[src/hw/rtl/pcs_pkg.sv]
// ----------------------------------------------------------------------------
// PLL coefficient search package
// Field widths, fixed constants and the running-best record that travels
// along the cell chain.
// ----------------------------------------------------------------------------
package pcs_pkg;

   // Field widths
   localparam int TARGET_W    = 19;
   localparam int REF_W       = 4;
   localparam int FB_W        = 8;
   localparam int POST_W      = 4;
   localparam int REQ_TDATA_W = 24;
   localparam int RSP_TDATA_W = REF_W + FB_W + POST_W;

   // Fixed reference clock and feedback multiplier limit
   localparam int unsigned REF_CLK_KHZ = 27000;
   localparam int unsigned FB_MAX      = 255;

   // Search range defaults
   localparam int MAX_POST_DIV_DEF = 8;
   localparam int MAX_REF_DIV_DEF  = 13;

   // Register stages from a cell's target input to its compare stage
   localparam int CELL_DEPTH = 4;

   // Best candidate found so far for one word in flight
   typedef struct packed {
      logic                valid;
      logic                have;
      logic [TARGET_W-1:0] err;
      logic [REF_W-1:0]    m;
      logic [FB_W-1:0]     n;
      logic [POST_W-1:0]   p;
   } best_type;

endpackage

[src/hw/rtl/pcs_cell.sv]
// ----------------------------------------------------------------------------
// PLL coefficient search cell
// Evaluates one fixed (M, P) pair for the word passing by: N is the target
// scaled by M*P over the reference, the achieved clock is the reference times
// N over M*P, both divisions done by exact reciprocal multiplication. The
// result is merged into the running best handed on from the previous cell.
// ----------------------------------------------------------------------------
module pcs_cell #(
   parameter int M_VAL = 1,
   parameter int P_VAL = 1
) (
   input  logic                        clock,
   input  logic                        reset,
   input  logic                        advance,
   input  logic [pcs_pkg::TARGET_W-1:0] tgt_in,
   input  pcs_pkg::best_type           best_in,
   output logic [pcs_pkg::TARGET_W-1:0] tgt_out,
   output pcs_pkg::best_type           best_out
);

   localparam int TW     = pcs_pkg::TARGET_W;
   localparam int MP     = M_VAL * P_VAL;
   localparam int MP_W   = $clog2(MP + 1);
   localparam int PROD_W = TW + MP_W;
   // Reciprocal of the reference clock, exact for every product below 2**PROD_W
   localparam int L1     = $clog2(pcs_pkg::REF_CLK_KHZ);
   localparam int S1     = PROD_W + L1;
   localparam int R1_W   = PROD_W + 1;
   localparam logic [63:0] R1 =
      ((64'd1 << S1) + 64'(pcs_pkg::REF_CLK_KHZ) - 64'd1) / 64'(pcs_pkg::REF_CLK_KHZ);
   localparam int M1_W   = PROD_W + R1_W;
   localparam int NQ_W   = PROD_W - L1 + 1;
   localparam int NQX_W  = (NQ_W > pcs_pkg::FB_W) ? NQ_W : pcs_pkg::FB_W;
   // Reciprocal of M*P, exact for every numerator below 2**NUM_W
   localparam int NUM_W  = pcs_pkg::FB_W + L1;
   localparam int L2     = $clog2(MP);
   localparam int S2     = NUM_W + L2;
   localparam int R2_W   = NUM_W + 1;
   localparam logic [63:0] R2 = ((64'd1 << S2) + 64'(MP) - 64'd1) / 64'(MP);
   localparam int M2_W   = NUM_W + R2_W;

   // Stage registers
   logic [TW-1:0]             tgt_ff, tgt_a_ff, tgt_b_ff, tgt_c_ff, tgt_d_ff;
   logic [PROD_W-1:0]         prod_ff, prod_in;
   logic [NQ_W-1:0]           nq_ff, nq_in;
   logic [NUM_W-1:0]          num_ff, num_in;
   logic [pcs_pkg::FB_W-1:0]  n_c_ff, n_c_in, n_d_ff;
   logic                      ok_c_ff, ok_c_in, ok_d_ff;
   logic [TW-1:0]             got_ff, got_in;
   pcs_pkg::best_type         best_ff, best_in_sel;

   logic [M1_W-1:0]           mul1;
   logic [M2_W-1:0]           mul2;
   logic [NQX_W-1:0]          nq_wide;
   logic [TW-1:0]             err;

   // Stage A: target times M*P
   assign prod_in = PROD_W'(tgt_in) * PROD_W'(MP);

   // Stage B: divide by the reference clock
   assign mul1  = M1_W'(prod_ff) * M1_W'(R1[R1_W-1:0]);
   assign nq_in = NQ_W'(mul1 >> S1);

   // Stage C: range check on N and the numerator of the achieved clock
   assign nq_wide = NQX_W'(nq_ff);
   assign ok_c_in = (nq_wide >= NQX_W'(1)) && (nq_wide <= NQX_W'(pcs_pkg::FB_MAX));
   assign n_c_in  = pcs_pkg::FB_W'(nq_wide);
   assign num_in  = NUM_W'(n_c_in) * NUM_W'(pcs_pkg::REF_CLK_KHZ);

   // Stage D: divide by M*P; the achieved clock never exceeds the target
   assign mul2   = M2_W'(num_ff) * M2_W'(R2[R2_W-1:0]);
   assign got_in = TW'(mul2 >> S2);

   // Stage E: keep the first candidate with the smallest error
   assign err = tgt_d_ff - got_ff;

   always_comb begin
      best_in_sel = best_in;
      if (ok_d_ff && (!best_in.have || (err < best_in.err))) begin
         best_in_sel.have = 1'b1;
         best_in_sel.err  = err;
         best_in_sel.m    = pcs_pkg::REF_W'(M_VAL);
         best_in_sel.n    = n_d_ff;
         best_in_sel.p    = pcs_pkg::POST_W'(P_VAL);
      end
   end

   // Datapath registers
   always_ff @(posedge clock) begin
      if (advance) begin
         tgt_ff   <= tgt_in;
         tgt_a_ff <= tgt_in;
         prod_ff  <= prod_in;
         tgt_b_ff <= tgt_a_ff;
         nq_ff    <= nq_in;
         tgt_c_ff <= tgt_b_ff;
         num_ff   <= num_in;
         n_c_ff   <= n_c_in;
         ok_c_ff  <= ok_c_in;
         tgt_d_ff <= tgt_c_ff;
         got_ff   <= got_in;
         n_d_ff   <= n_c_ff;
         ok_d_ff  <= ok_c_ff;
      end
   end

   // Running best; only its valid flag is control state
   always_ff @(posedge clock) begin
      if (reset) begin
         best_ff.valid <= 1'b0;
      end else if (advance) begin
         best_ff <= best_in_sel;
      end
   end

   assign tgt_out  = tgt_ff;
   assign best_out = best_ff;

endmodule
[config.mk]
export PLATFORM = sky130hd
export DESIGN_NAME = pcs_cell
export DESIGN_NICKNAME = d
export VERILOG_FILES = /design/src/hw/rtl/pcs_pkg.sv /design/src/hw/rtl/pcs_cell.sv
export SDC_FILE = /design/constraint.sdc
export NUM_CORES = 1
export LEC_CHECK = 0
export BUFFER_PORTS_ARGS = -buffer_cell sky130_fd_sc_hd__buf_2
export CORE_MARGIN = 1.5
export CORE_UTILIZATION = 38
export CTS_CLUSTER_DIAMETER = 30
export DETAILED_ROUTE_END_ITERATION = 6
export GPL_ROUTABILITY_DRIVEN = 0
export GPL_TIMING_DRIVEN = 0
export PLACE_DENSITY = 0.55
export SLEW_MARGIN = 20
export SYNTH_ARGS = -nofsm -noshare
export SYNTH_HDL_FRONTEND = slang
export SYNTH_SLANG_ARGS = --single-unit
[constraint.sdc]
create_clock -name clock -period 8.31 [get_ports clock]
set_input_delay 0.831 -clock clock [delete_from_list [all_inputs] [get_ports clock]]
set_output_delay 0.831 -clock clock [all_outputs]
set_load 0.005 [all_outputs]
Yosys cells after proc, flatten, opt, wreduce, memory -nomap -nowiden
Cells that the tools add are included.

Register bits: 165. Bits of input ports: 59. Output and inout bits: 56. Logic and storage cells: 31.

Add/subtract/negate cells: 1. $mul: 2. Magnitude comparators: 3. Muxes and demuxes: 1. Bitwise logic cells: 1. Reduce and logical (&&, ||, !) cells: 5.

Operator list (count): multiplier 19 x 21 -> 40 bit (second input constant) (1); two-way mux 35 bit (1); < comparator 19 bit (1); subtractor 19 bit (1); multiplier 6 x 12 -> 16 bit (second input constant) (1); less-or-equal comparator 6 x 8 -> 1 bit (second input constant) (1); >= comparator 6 x 1 -> 1 bit (second input constant) (1); logical AND 1 bit (2); AND reduction 2 bit (1); zero test 1 bit (1); logical OR 1 bit (1); NOT 1 bit (1).

Depth between registers and ports, before layout
Word-level depth: 5. Depth in mapped cells: 20. Depth with buffers taken out: 20.

Worst setup path after synthesis
OpenSTA, ideal clock, no wires.

Path type: reg-to-reg. Start: reg tgt_a_ff[8] (netlist name). End: reg nq_ff[2], data pin. Library setup time: 265 ps. Data arrival time: 4981 ps. Data required time: 8045 ps. Setup slack: 3064 ps. Stages on the path, launching flop included: 21. Path buffers: 0. Period minus slack after synthesis: 5246 ps. Path through: edfxtp_1 -> inv_1 -> ha_1 -> fa_1 -> inv_1 -> fa_1 -> inv_1 -> fa_1 -> inv_1 -> fa_1 -> inv_1 -> fa_1 -> inv_1 -> ha_1 -> a21oi_1 -> or2_2 -> and3_1 -> o21ai_0 -> nand3_1 -> o21ai_0 -> xor2_1.

RTL lines: to (signal assigned) (line pcs_cell.sv:95) `nq_ff <= nq_in;`; to (decl) (line pcs_cell.sv:45) `logic [NQ_W-1:0] nq_ff, nq_in;`.

==> flow_summary.toml <==
[sta]
setup-violations-final = 0
fin_skew_ns = 0.007470
clock.fmax_ghz = 0.1602
slew_viol_final = 0
timing.slew.headroom = 0.4467
worstMarginPinSlew_ns = 0.8212
finalSetupTns_ns = 0
fin_crit_sh = 0.7513
period_minus_slack_ns = 6.243
rsz0062_at_grt = "false"
final_hold_viol_count = 0

[finish]
num_antenna_cells = 0
area_growth_pct = 12.82
fillers = 3435
fin_nets = 1787
drive_gt1_frac = 0.1399
final_cell_mix = "inv_1, ha_1, edfxtp_1"
final_common_cell = "inv_1"

[synth]
synthArstFlopShare = 0
netlist.area_leader.share = 0.3380
synth_cell_types = 62
synth_edf_count = 159
synth-seq-cells = 160
synth_fp_nets = 1652
synthTopCellsByArea = "edfxtp_1, ha_1, fa_1, inv_1, a21oi_1"
syn-instance-count = 1203
synthFlopType = "edfxtp_1"
synthesis.area_mm2 = 0.01413
avgSynthCellArea_um2 = 11.74
ys_warn_count = 0
yosysTopAreaCell = "edfxtp_1"
ys_seq_area_frac = 0.3394

[cts]
htree_levels = 4
cts_tree = "built"
clock-sinks = 160
clk_pin_slew_ns = 0.06
clock_path_buffers = 2
post_cts_buffers = 0
cts_hold_buf = 0
clock_latency_ns = 0.43
cts_root_buffer = "clkbuf_16"
cts_buffers = 17
ctsResizeCount = 0

[die]
die_x_um = 195.8
rows = 70
die_h_um = 195.8
start_util = 0.3859
design.die.area_mm2 = 0.03834
io_pins = 115
core-area_mm2 = 0.03661

[drt]
vias = 8670
first_iter_violations = 300
via_per_inst = 4.766
drc = 0
ant_nets = 0
dr.pass1.iters = 5
drt-total-wl_mm = 29.05
wl_per_cell_um = 15.97

[setup_path]
end_kind = "flop"
worstPathArrival_ns = 6.40
crit_fanout = 9
path_class = "flop to flop"
required_ns = 8.46
crit_start = "tgt_a_ff[11]"
cp-start-kind = "flop"
worst_r2r_startpoint = "tgt_a_ff[11]"

[global_routing]
grt_max_degree = 68
grt_use_total = 0.1619
grt_pass1_wl_mm = 47.89
antenna_found_initial = 0
grt_remaining_overflow = 0
grt_pass1_vias = 9291

[worst_hold_path]
min_from = "tgt_c_ff[5]"
hold_class = "flop to flop"

[placement]
portBuffers = 114
dp_hpwl_mm = 24.21

[outcome]
status = "finished clean"

[job]
cap_violations = 0
==> cell usage after synthesis, types with 6 or more instances <==
library cell and count:
ha_1 246, nor2_1 30, xnor2_1 14, or2_2 10, nand3_1 18, xor2_1 9
inv_1 312, nor3_1 11, mux2_2 20, a21o_1 13, nand2_1 30, o21a_1 10
edfxtp_1 159, o21ai_0 24, a21oi_1 46, nand4_1 10, a211oi_1 6, nor2b_1 14
fa_1 144, and3_1 9
==> final cells by class <==
cell class,instances,area (µm²),share of cell area
Tap cell,468,585.6,0.03674
Timing Repair Buffer,116,624.3,0.03917
Buffer,6,35.03,0.002198
Clock inverter,14,165.2,0.01036
Multi-Input combinational cell,725,8134,0.5103
Clock buffer,18,429.2,0.02693
Inverter,312,1171,0.07348
Sequential cell,160,4795,0.3008
==> sequential cells by signal, indices dropped and copies added, names as in the netlist <==
name,cells
best_out,37
tgt_a_ff,19
tgt_b_ff,19
tgt_c_ff,19
tgt_d_ff,19
got_ff,16
num_ff,16
nq_ff,5
n_c_ff,4
n_d_ff,4
ok_c_ff,1
ok_d_ff,1
==> cells by family after synthesis <==
logic type,count (synthesis),synth area share
flip-flops,160,0.3394
XOR/XNOR,23,0.01426
AO/OA/AOI/OAI,139,0.06572
buffers and inverters,318,0.08538
multiplexers,25,0.02028
AND/OR/NAND/NOR,148,0.05305
adder cells (fa/ha/maj),390,0.4219
==> critical path: stages (launching register included) <==
cell	delay [ns]
edfxtp_1	0.76
inv_1	0.11
ha_1	0.36
inv_1	0.13
fa_1	0.52
inv_1	0.05
fa_1	0.50
inv_1	0.07
fa_1	0.52
fa_1	0.52
fa_1	0.50
ha_1	0.34
nand3_1	0.15
nor3_1	0.46
nand2_1	0.15
nor2_1	0.14
nor2_1	0.05
o311ai_0	0.49
xor2_1	0.13
==> per-stage QoR <==
stage               cell area (µm²)  instances    util  hold WS, ns  setup slack, ns
floorplan                     14130       1203       -       0.4003            3.064
CTS                           15940       1819  0.4354       0.4178            2.101
global placement              15280       1785  0.4175       0.4010            2.145
detailed placement            15340       1787  0.4191       0.4045            2.161
global route                  15940       1819  0.4354       0.4227            1.706
finish                        15940       1819  0.4354       0.4132            2.067
==> worst paths after layout <==
kind / to / slack [ns] / cells past startpoint
max reg2reg: nq_ff[4] / 2.07 / 18
min reg2reg: tgt_d_ff[5] / 0.41 / 0
min: tgt_d_ff[5] / 0.41 / 0
max: nq_ff[4] / 2.07 / 18
==> routing by layer <==
| metal | vias to the layer above | share of wire | wire length [µm] | track usage |
|---|---|---|---|---|
| li1 | 4296 | - | - | - |
| met1 | 4198 | 0.46 | 13240 | 0.2084 |
| met2 | 150 | 0.49 | 14290 | 0.2831 |
| met3 | 26 | 0.036 | 1046 | 0.02200 |
| met4 | 0 | 0.016 | 476 | 0.04929 |
| met5 | - | 0 | 0 | 0 |
Power is not shown: default switching activity piles up to over one toggle a cycle in this logic, so the estimate is an artifact.
